`src/hdl/blr_pkg.sv`:
```
// Shared constants, types and helpers for the line rasterizer.
// Used by blr_ctrl, blr_datapath, the top level and blr_checker; no dependencies.
`default_nettype none

package blr_pkg;

  // Coordinate bits actually used from each 6-bit endpoint field.
  localparam int COORD_BITS  = 6;
  localparam int IN_COORD_W  = 6;
  localparam int PIX_W       = 12;
  localparam int OFFSET_W    = 10;
  localparam int COLOUR_W    = 2;
  localparam int CFG_INDEX_W = 1;
  localparam int DIFF_W      = COORD_BITS + 1;
  localparam int ERR_W       = COORD_BITS + 3;
  localparam int IN_TDATA_W  = 4 * IN_COORD_W;
  localparam int OUT_TDATA_W = 2 * PIX_W;

  typedef logic signed [COORD_BITS-1:0] coord_t;

  typedef enum logic [COLOUR_W-1:0] {
    COLOUR_STEEP  = 2'd0,
    COLOUR_RAISED = 2'd1,
    COLOUR_FLAT   = 2'd2
  } colour_t;

  localparam logic [CFG_INDEX_W-1:0] CFG_OFFSET_X = 1'b0;
  localparam logic [CFG_INDEX_W-1:0] CFG_OFFSET_Y = 1'b1;

  typedef enum logic {
    ST_IDLE,
    ST_RUN
  } state_t;

  // Controller -> datapath
  typedef struct packed {
    logic load;   // latch a new segment
    logic step;   // emit current pixel, advance one pixel
  } dp_cmd_t;

  // Datapath -> controller
  typedef struct packed {
    logic out_valid;  // output register holds a pixel
    logic at_end;     // current pixel is the last of the line
  } dp_sts_t;

  function automatic coord_t sext_coord(logic [IN_COORD_W-1:0] v);
    return coord_t'(v[COORD_BITS-1:0]);
  endfunction

endpackage

`default_nettype wire

```
`src/hdl/blr_ctrl.sv`:
```
// Sequencer for the line rasterizer: idle / run state machine.
// Depends on blr_pkg; drives the datapath commands.
`default_nettype none

module blr_ctrl (
  input  wire logic            clk,
  input  wire logic            rst_n,
  input  wire logic            in_tvalid,
  output logic                 in_tready,
  input  wire logic            out_tready,
  input  wire blr_pkg::dp_sts_t sts,
  output blr_pkg::dp_cmd_t     cmd
);
  import blr_pkg::*;

  state_t state_r, state_nxt;

  always_ff @(posedge clk) begin
    if (!rst_n) begin
      state_r <= ST_IDLE;
    end else begin
      state_r <= state_nxt;
    end
  end

  always_comb begin
    state_nxt = state_r;
    in_tready = 1'b0;
    cmd       = '0;
    case (state_r)
      ST_IDLE: begin
        // nothing is taken while reset is held
        in_tready = rst_n;
        if (in_tvalid && rst_n) begin
          cmd.load  = 1'b1;
          state_nxt = ST_RUN;
        end
      end
      ST_RUN: begin
        // advance whenever the output slot is free or being drained
        cmd.step = !sts.out_valid || out_tready;
        if (cmd.step && sts.at_end) begin
          state_nxt = ST_IDLE;
        end
      end
      default: begin
        state_nxt = ST_IDLE;
      end
    endcase
  end

endmodule

`default_nettype wire

```
`src/hdl/blr_datapath.sv`:
```
// Datapath for the line rasterizer: segment setup, stepping registers,
// offset registers and the output register. Depends on blr_pkg.
`default_nettype none

module blr_datapath (
  input  wire logic                               clk,
  input  wire logic                               rst_n,
  input  wire blr_pkg::dp_cmd_t                   cmd,
  output blr_pkg::dp_sts_t                        sts,
  input  wire logic [blr_pkg::IN_COORD_W-1:0]     start_x,
  input  wire logic [blr_pkg::IN_COORD_W-1:0]     start_y,
  input  wire logic [blr_pkg::IN_COORD_W-1:0]     end_x,
  input  wire logic [blr_pkg::IN_COORD_W-1:0]     end_y,
  input  wire logic                               raised,
  input  wire logic                               cfg_we,
  input  wire logic [blr_pkg::CFG_INDEX_W-1:0]    cfg_index,
  input  wire logic [blr_pkg::OFFSET_W-1:0]       cfg_data,
  input  wire logic                               out_tready,
  output logic                                    out_valid,
  output logic [blr_pkg::PIX_W-1:0]               pixel_x,
  output logic [blr_pkg::PIX_W-1:0]               pixel_y,
  output blr_pkg::colour_t                        colour,
  output logic                                    last
);
  import blr_pkg::*;

  // ---- configuration ----
  logic [OFFSET_W-1:0] offset_x_r, offset_y_r;

  always_ff @(posedge clk) begin
    if (!rst_n) begin
      offset_x_r <= '0;
      offset_y_r <= '0;
    end else if (cfg_we) begin
      case (cfg_index)
        CFG_OFFSET_X: offset_x_r <= cfg_data;
        CFG_OFFSET_Y: offset_y_r <= cfg_data;
        default: ;
      endcase
    end
  end

  // ---- segment setup ----
  coord_t                   ax, ay, bx, by;
  logic signed [DIFF_W-1:0] dx, dy, mn_full;
  logic [DIFF_W-1:0]        adx, ady, md_full, amn;
  logic                     steep, swap;
  coord_t                   s0, s1, e0, e1, a0, a1, b0, b1;
  colour_t                  colour_sel;

  always_comb begin
    ax  = sext_coord(start_x);
    ay  = sext_coord(start_y);
    bx  = sext_coord(end_x);
    by  = sext_coord(end_y);
    dx  = {ax[COORD_BITS-1], ax} - {bx[COORD_BITS-1], bx};
    dy  = {ay[COORD_BITS-1], ay} - {by[COORD_BITS-1], by};
    adx = dx[DIFF_W-1] ? DIFF_W'(-dx) : DIFF_W'(dx);
    ady = dy[DIFF_W-1] ? DIFF_W'(-dy) : DIFF_W'(dy);
    steep = adx < ady;
    s0 = steep ? ay : ax;
    s1 = steep ? ax : ay;
    e0 = steep ? by : bx;
    e1 = steep ? bx : by;
    swap = s0 > e0;
    a0 = swap ? e0 : s0;
    a1 = swap ? e1 : s1;
    b0 = swap ? s0 : e0;
    b1 = swap ? s1 : e1;
    md_full = {b0[COORD_BITS-1], b0} - {a0[COORD_BITS-1], a0};
    mn_full = {b1[COORD_BITS-1], b1} - {a1[COORD_BITS-1], a1};
    amn     = mn_full[DIFF_W-1] ? DIFF_W'(-mn_full) : DIFF_W'(mn_full);
    if (steep) begin
      colour_sel = COLOUR_STEEP;
    end else if (raised) begin
      colour_sel = COLOUR_RAISED;
    end else begin
      colour_sel = COLOUR_FLAT;
    end
  end

  // ---- stepping registers ----
  coord_t                    major_r, minor_r, end_r;
  logic signed [ERR_W-1:0]   err_r;
  logic [COORD_BITS-1:0]     mdelta_r;   // major delta, never negative
  logic [COORD_BITS:0]       step2_r;    // 2*|minor delta|
  logic                      neg_r, steep_r;
  colour_t                   colour_r;

  logic signed [ERR_W-1:0]   err_add, err_nxt, mdelta_s, mdelta2_s;
  logic                      bump;
  logic [COORD_BITS-1:0]     minor_inc;
  coord_t                    px, py;

  always_comb begin
    err_add   = err_r + $signed({2'b00, step2_r});
    mdelta_s  = $signed({3'b000, mdelta_r});
    mdelta2_s = $signed({2'b00, mdelta_r, 1'b0});
    bump      = err_add > mdelta_s;
    err_nxt   = bump ? err_add - mdelta2_s : err_add;
    minor_inc = neg_r ? {COORD_BITS{1'b1}} : COORD_BITS'(1);
    px        = steep_r ? minor_r : major_r;
    py        = steep_r ? major_r : minor_r;
  end

  always_ff @(posedge clk) begin
    if (cmd.load) begin
      major_r  <= a0;
      minor_r  <= a1;
      end_r    <= b0;
      err_r    <= '0;
      mdelta_r <= md_full[COORD_BITS-1:0];
      step2_r  <= {amn[COORD_BITS-1:0], 1'b0};
      neg_r    <= mn_full[DIFF_W-1];
      steep_r  <= steep;
      colour_r <= colour_sel;
    end else if (cmd.step) begin
      major_r <= major_r + coord_t'(1);
      err_r   <= err_nxt;
      if (bump) begin
        minor_r <= coord_t'(minor_r + minor_inc);
      end
    end
  end

  // ---- output register ----
  logic                 out_valid_r, last_r;
  logic [PIX_W-1:0]     pix_x_r, pix_y_r;
  colour_t              colour_out_r;

  always_ff @(posedge clk) begin
    if (!rst_n) begin
      out_valid_r <= 1'b0;
    end else if (cmd.step) begin
      out_valid_r <= 1'b1;
    end else if (out_tready) begin
      out_valid_r <= 1'b0;
    end
  end

  always_ff @(posedge clk) begin
    if (cmd.step) begin
      pix_x_r <= {{(PIX_W-COORD_BITS){px[COORD_BITS-1]}}, px}
               + {{(PIX_W-OFFSET_W){1'b0}}, offset_x_r};
      pix_y_r <= {{(PIX_W-COORD_BITS){py[COORD_BITS-1]}}, py}
               + {{(PIX_W-OFFSET_W){1'b0}}, offset_y_r};
      colour_out_r <= colour_r;
      last_r       <= major_r == end_r;
    end
  end

  assign sts.out_valid = out_valid_r;
  assign sts.at_end    = major_r == end_r;
  assign out_valid     = out_valid_r;
  assign pixel_x       = pix_x_r;
  assign pixel_y       = pix_y_r;
  assign colour        = colour_out_r;
  assign last          = last_r;

endmodule

`default_nettype wire

```
`src/hdl/bresenham_line_rasterizer.sv`:
```
// Top level of the Bresenham line rasterizer.
// Depends on blr_pkg, blr_ctrl and blr_datapath.
//
// Takes one line segment per request (two signed endpoints plus a raised
// flag) and emits the line's pixels in order along the major axis, one
// pixel request each, with the configured x/y offsets added and tlast set
// on the final pixel. Endpoints use the low COORD_BITS bits of each field,
// sign-extended. A line of N pixels (N = major delta + 1, at most 64) is
// handled in a setup step that latches the sorted endpoints and deltas,
// then by the stepping loop, which emits its pixels in order and advances
// only when the output register is free or being drained. A new segment
// is taken once the last pixel has moved into the output register, even
// while that pixel still waits downstream. The offset registers are
// written through the cfg port (ready whenever out of reset) and must be
// changed only while no line is in flight.
`default_nettype none

module bresenham_line_rasterizer (
  input  wire logic                              clk,
  input  wire logic                              rst_n,
  // in_tdata: start_x [5:0], start_y [11:6], end_x [17:12], end_y [23:18]
  input  wire logic [blr_pkg::IN_TDATA_W-1:0]    in_tdata,
  // in_tuser: raised [0]
  input  wire logic                              in_tuser,
  input  wire logic                              in_tvalid,
  output logic                                   in_tready,
  // out_tdata: pixel_x [11:0], pixel_y [23:12]
  output logic [blr_pkg::OUT_TDATA_W-1:0]        out_tdata,
  // out_tuser: colour [1:0]
  output logic [blr_pkg::COLOUR_W-1:0]           out_tuser,
  output logic                                   out_tlast,
  output logic                                   out_tvalid,
  input  wire logic                              out_tready,
  // cfg_index 0: offset_x, 1: offset_y
  input  wire logic                              cfg_valid,
  output logic                                   cfg_ready,
  input  wire logic [blr_pkg::CFG_INDEX_W-1:0]   cfg_index,
  input  wire logic [blr_pkg::OFFSET_W-1:0]      cfg_data
);
  import blr_pkg::*;

  dp_cmd_t          cmd;
  dp_sts_t          sts;
  logic [PIX_W-1:0] pixel_x, pixel_y;
  colour_t          colour;

  // Offsets are plain registers, so writes never stall outside reset.
  assign cfg_ready = rst_n;

  blr_ctrl u_ctrl (
    .clk        (clk),
    .rst_n      (rst_n),
    .in_tvalid  (in_tvalid),
    .in_tready  (in_tready),
    .out_tready (out_tready),
    .sts        (sts),
    .cmd        (cmd)
  );

  blr_datapath u_dp (
    .clk        (clk),
    .rst_n      (rst_n),
    .cmd        (cmd),
    .sts        (sts),
    .start_x    (in_tdata[IN_COORD_W-1:0]),
    .start_y    (in_tdata[2*IN_COORD_W-1:IN_COORD_W]),
    .end_x      (in_tdata[3*IN_COORD_W-1:2*IN_COORD_W]),
    .end_y      (in_tdata[4*IN_COORD_W-1:3*IN_COORD_W]),
    .raised     (in_tuser),
    .cfg_we     (cfg_valid && cfg_ready),
    .cfg_index  (cfg_index),
    .cfg_data   (cfg_data),
    .out_tready (out_tready),
    .out_valid  (out_tvalid),
    .pixel_x    (pixel_x),
    .pixel_y    (pixel_y),
    .colour     (colour),
    .last       (out_tlast)
  );

  assign out_tdata = {pixel_y, pixel_x};
  assign out_tuser = colour;

endmodule

`default_nettype wire

```
`config.mk`:
```
export PLATFORM = sky130hd
export DESIGN_NAME = bresenham_line_rasterizer
export DESIGN_NICKNAME = d
export VERILOG_FILES = /design/src/hdl/blr_pkg.sv /design/src/hdl/blr_ctrl.sv /design/src/hdl/blr_datapath.sv /design/src/hdl/bresenham_line_rasterizer.sv
export SDC_FILE = /design/constraint.sdc
export NUM_CORES = 1
export LEC_CHECK = 0
export BUFFER_PORTS_ARGS = -buffer_cell sky130_fd_sc_hd__buf_4
export CORE_UTILIZATION = 62
export DETAILED_ROUTE_END_ITERATION = 6
export MAX_ROUTING_LAYER = met4
export PLACE_DENSITY = 0.93
export SLEW_MARGIN = 20
export SYNTH_ARGS = -nofsm -noshare
export SYNTH_HDL_FRONTEND = slang
export SYNTH_HIERARCHICAL = 1
export SYNTH_SLANG_ARGS = --single-unit
```
`constraint.sdc`:
```
create_clock -name clk -period 23.8 [get_ports clk]
set_input_delay 2.38 -clock clk [delete_from_list [all_inputs] [get_ports clk]]
set_output_delay 2.38 -clock clk [all_outputs]
set_load 0.02 [all_outputs]
```
==> impl_metrics.py <==
metrics = {
    "timing": {
        "timing.setup.tns_ns": 0,
        "grt_setup_unrepaired": "no",
        "worst_pin_slew_ns": 1.038,
        "setup_viol": 0,
        "hold_viol": 0,
        "maxSlewViolCount": 0,
        "max_freq_mhz": 92.27,
        "clock_skew_ns": 0.007567,
        "relSlewSlack_pct": 30.80,
        "period_share_pct": 45.54,
        "fin_crit_ns": 10.84,
    },
    "run_status": {
        "status": "finished, violations left",
        "violations": "design-rule violations",
    },
    "critical_path": {
        "reg2reg_from": "u_dp/step2_r[1]",
        "crit_start": "in_tdata[0]",
        "crit_fanout": 49,
        "cpPeakStageDelay_ns": 0.74,
        "arrival_ns": 10.92,
        "worstSetupPathType": "in -> reg",
        "crit_top_cell": "ha_1",
        "reg2regPathDepth": 14,
        "end_kind": "flop",
        "start_kind": "primary input",
        "crit_slowest_cell": "a221oi_2",
        "required_ns": 23.88,
    },
    "placed_design": {
        "finalWeightedCongestion": 0.9184,
        "dp_hpwl_microns": 12300,
        "numPortBuffers": 70,
    },
    "clock_tree": {
        "htreeDepth": 3,
        "tritoncts": "built",
        "cts_made_buffers": 9,
        "cts-root-buf": "clkbuf_16",
        "clock_latency_ns": 0.34,
        "path_clk_slew_ns": 0.06,
        "cts_hold_buf": 0,
        "clockBufferDepth": 2,
        "postCtsSetupBuffers": 0,
        "clock_sinks": 91,
        "cts-resized-gates": 0,
    },
    "synthesis": {
        "ys_ff_latch": 91,
        "yosysTopAreaCell": "edfxtp_1",
        "synthCells": 791,
        "ys_top_cells_by_area": "edfxtp_1 (25%), ha_1 (13%), dfxtp_1 (8.1%)",
        "synth_edf_count": 61,
        "syn-cell-area_sq_um": 7372,
        "yosysWarnings": 6,
        "yosysTopAreaCellShare_pct": 24.85,
        "synth_commonest_cells": "nand2_1 (78), ha_1 (75), inv_1 (67)",
        "mappedNetlistNets": 915,
        "synth_ff_type": "edfxtp_1",
        "synthArstFlopShare_pct": 0,
        "yosysMostFrequentCell": "nand2_1",
        "seq_area_frac_synth_pct": 32.99,
        "synth_area_per_cell_sq_um": 9.320,
        "synth_cell_type_count": 70,
    },
    "detailed_routing": {
        "drt-total-wl_microns": 16530,
        "vias_per_cell": 5.840,
        "first_pass_iters": 7,
        "drtAntennaViolNets": 0,
        "vias": 5799,
        "post_drt_wl_per_cell_microns": 16.64,
        "drt_iter0_markers": 464,
        "drc": 16,
    },
    "global_route": {
        "grt_max_degree": 54,
        "grt_first_pass_wirelength_microns": 27590,
        "track_usage_pct": 28.80,
        "globalRouteOverflowTotal": 0,
        "grt_pass1_vias": 5637,
        "grt_antenna_before_repair": 0,
    },
    "hold_path": {
        "min_path_cells": 0,
        "hp-class": "reg -> reg",
        "worstHoldStart": "u_dp/colour_r[0]",
    },
    "cells_and_area": {
        "multi_input_area_sq_um": 4524,
        "syn_to_final_growth_pct": 11.41,
        "antenna_cells": 0,
        "regArea_sq_um": 2432,
        "finalNetCount": 969,
        "layout-drive-gt1-share_pct": 14.59,
        "fillers": 835,
    },
    "run": {
        "maxCapViolCount": 0,
    },
    "floorplanning": {
        "initial_utilization_pct": 64.02,
        "fp.dieW_microns": 111.0,
        "io_pins": 71,
        "core-area_sq_um": 11520,
        "die_area_sq_um": 12330,
        "rows": 39,
        "die_h_microns": 111.0,
    },
}
## layout by cell type, fill, tap and decap left out, types with 27 or more instances in the layout
master / n
inv_1: 67
nor2_1: 66
xnor2_1: 51
dfxtp_1: 30
buf_4: 70
a21boi_0: 27
a21oi_1: 42
mux2i_1: 38
nand2_1: 78
o21ai_0: 30
ha_1: 75
edfxtp_1: 61
## critical path, delay by kind of cell
family | cells | cell delay [ns]
AO/OA/AOI/OAI | 13 | 3.44
AND/OR/NAND/NOR | 8 | 1.54
buffers and inverters | 4 | 0.68
multiplexers | 2 | 0.48
adder cells (fa/ha/maj) | 6 | 1.99
XOR/XNOR | 2 | 0.34
## per-stage QoR
step | util (%) | setup slack (ns) | hold WS [ns] | instances | area [sq um]
after CTS | 71.32 | 13.13 | 0.4254 | 993 | 8213
final | 71.32 | 12.96 | 0.4224 | 993 | 8213
after detailed placement | 68.74 | 12.85 | 0.4101 | 977 | 7916
after global placement | 68.74 | 13.12 | 0.4032 | 977 | 7916
after floorplan | - | 14.56 | 0.4003 | 791 | 7372
after global routing | 71.32 | 12.22 | 0.4384 | 993 | 8213
## cells by family after synthesis
group / count (synthesis) / synth area share, %
DFF: 91 / 32.99
muxes: 51 / 7.145
AOI/OAI and AO/OA: 180 / 16.41
adders and majority gates: 85 / 15.21
xor gates and xnor gates: 73 / 8.673
buffers and inverters: 95 / 5.651
and+or+nand+nor: 216 / 13.92
## path summary, 6_finish.rpt
check	slack (ns)	endpoint
worst max register to register	19.97	u_dp/err_r[3]
worst min-delay path	0.42	u_dp/colour[0]
worst min register to register	0.42	u_dp/colour[0]
worst max-delay path	12.96	u_dp/step2_r[5]
## area by class of cell
| class | count | share of cell area [%] |
|---|---|---|
| inverters | 68 | 3.108 |
| well taps | 143 | 2.179 |
| clock inverters | 5 | 0.5180 |
| clock buffers | 11 | 3.093 |
| multi-input cells | 605 | 55.09 |
| flip-flops and latches | 91 | 29.62 |
| repair buffers | 70 | 6.399 |
## state kept, by name, summed over array words and instances (netlist names), 6 cells and up
register         flops
u_dp/pixel_x        12
u_dp/pixel_y        12
u_dp/offset_x_r     10
u_dp/offset_y_r     10
u_dp/err_r           8
u_dp/end_r           6
u_dp/major_r         6
u_dp/mdelta_r        6
u_dp/minor_r         6
u_dp/step2_r         6
## metal layers
| metal | GRT usage [%] | routed length (microns) | part of all wire, % |
|---|---|---|---|
| met4 | 7.387 | 194 | 1.2 |
| met2 | 48.13 | 8025 | 49 |
| met5 | - | 0 | 0 |
| met1 | 36.25 | 7320 | 44 |
| met3 | 5.085 | 984 | 6.0 |
Power is left out: the tool's default activity adds up to more than one toggle a clock period on the data nets, which glitch-free logic cannot reach.
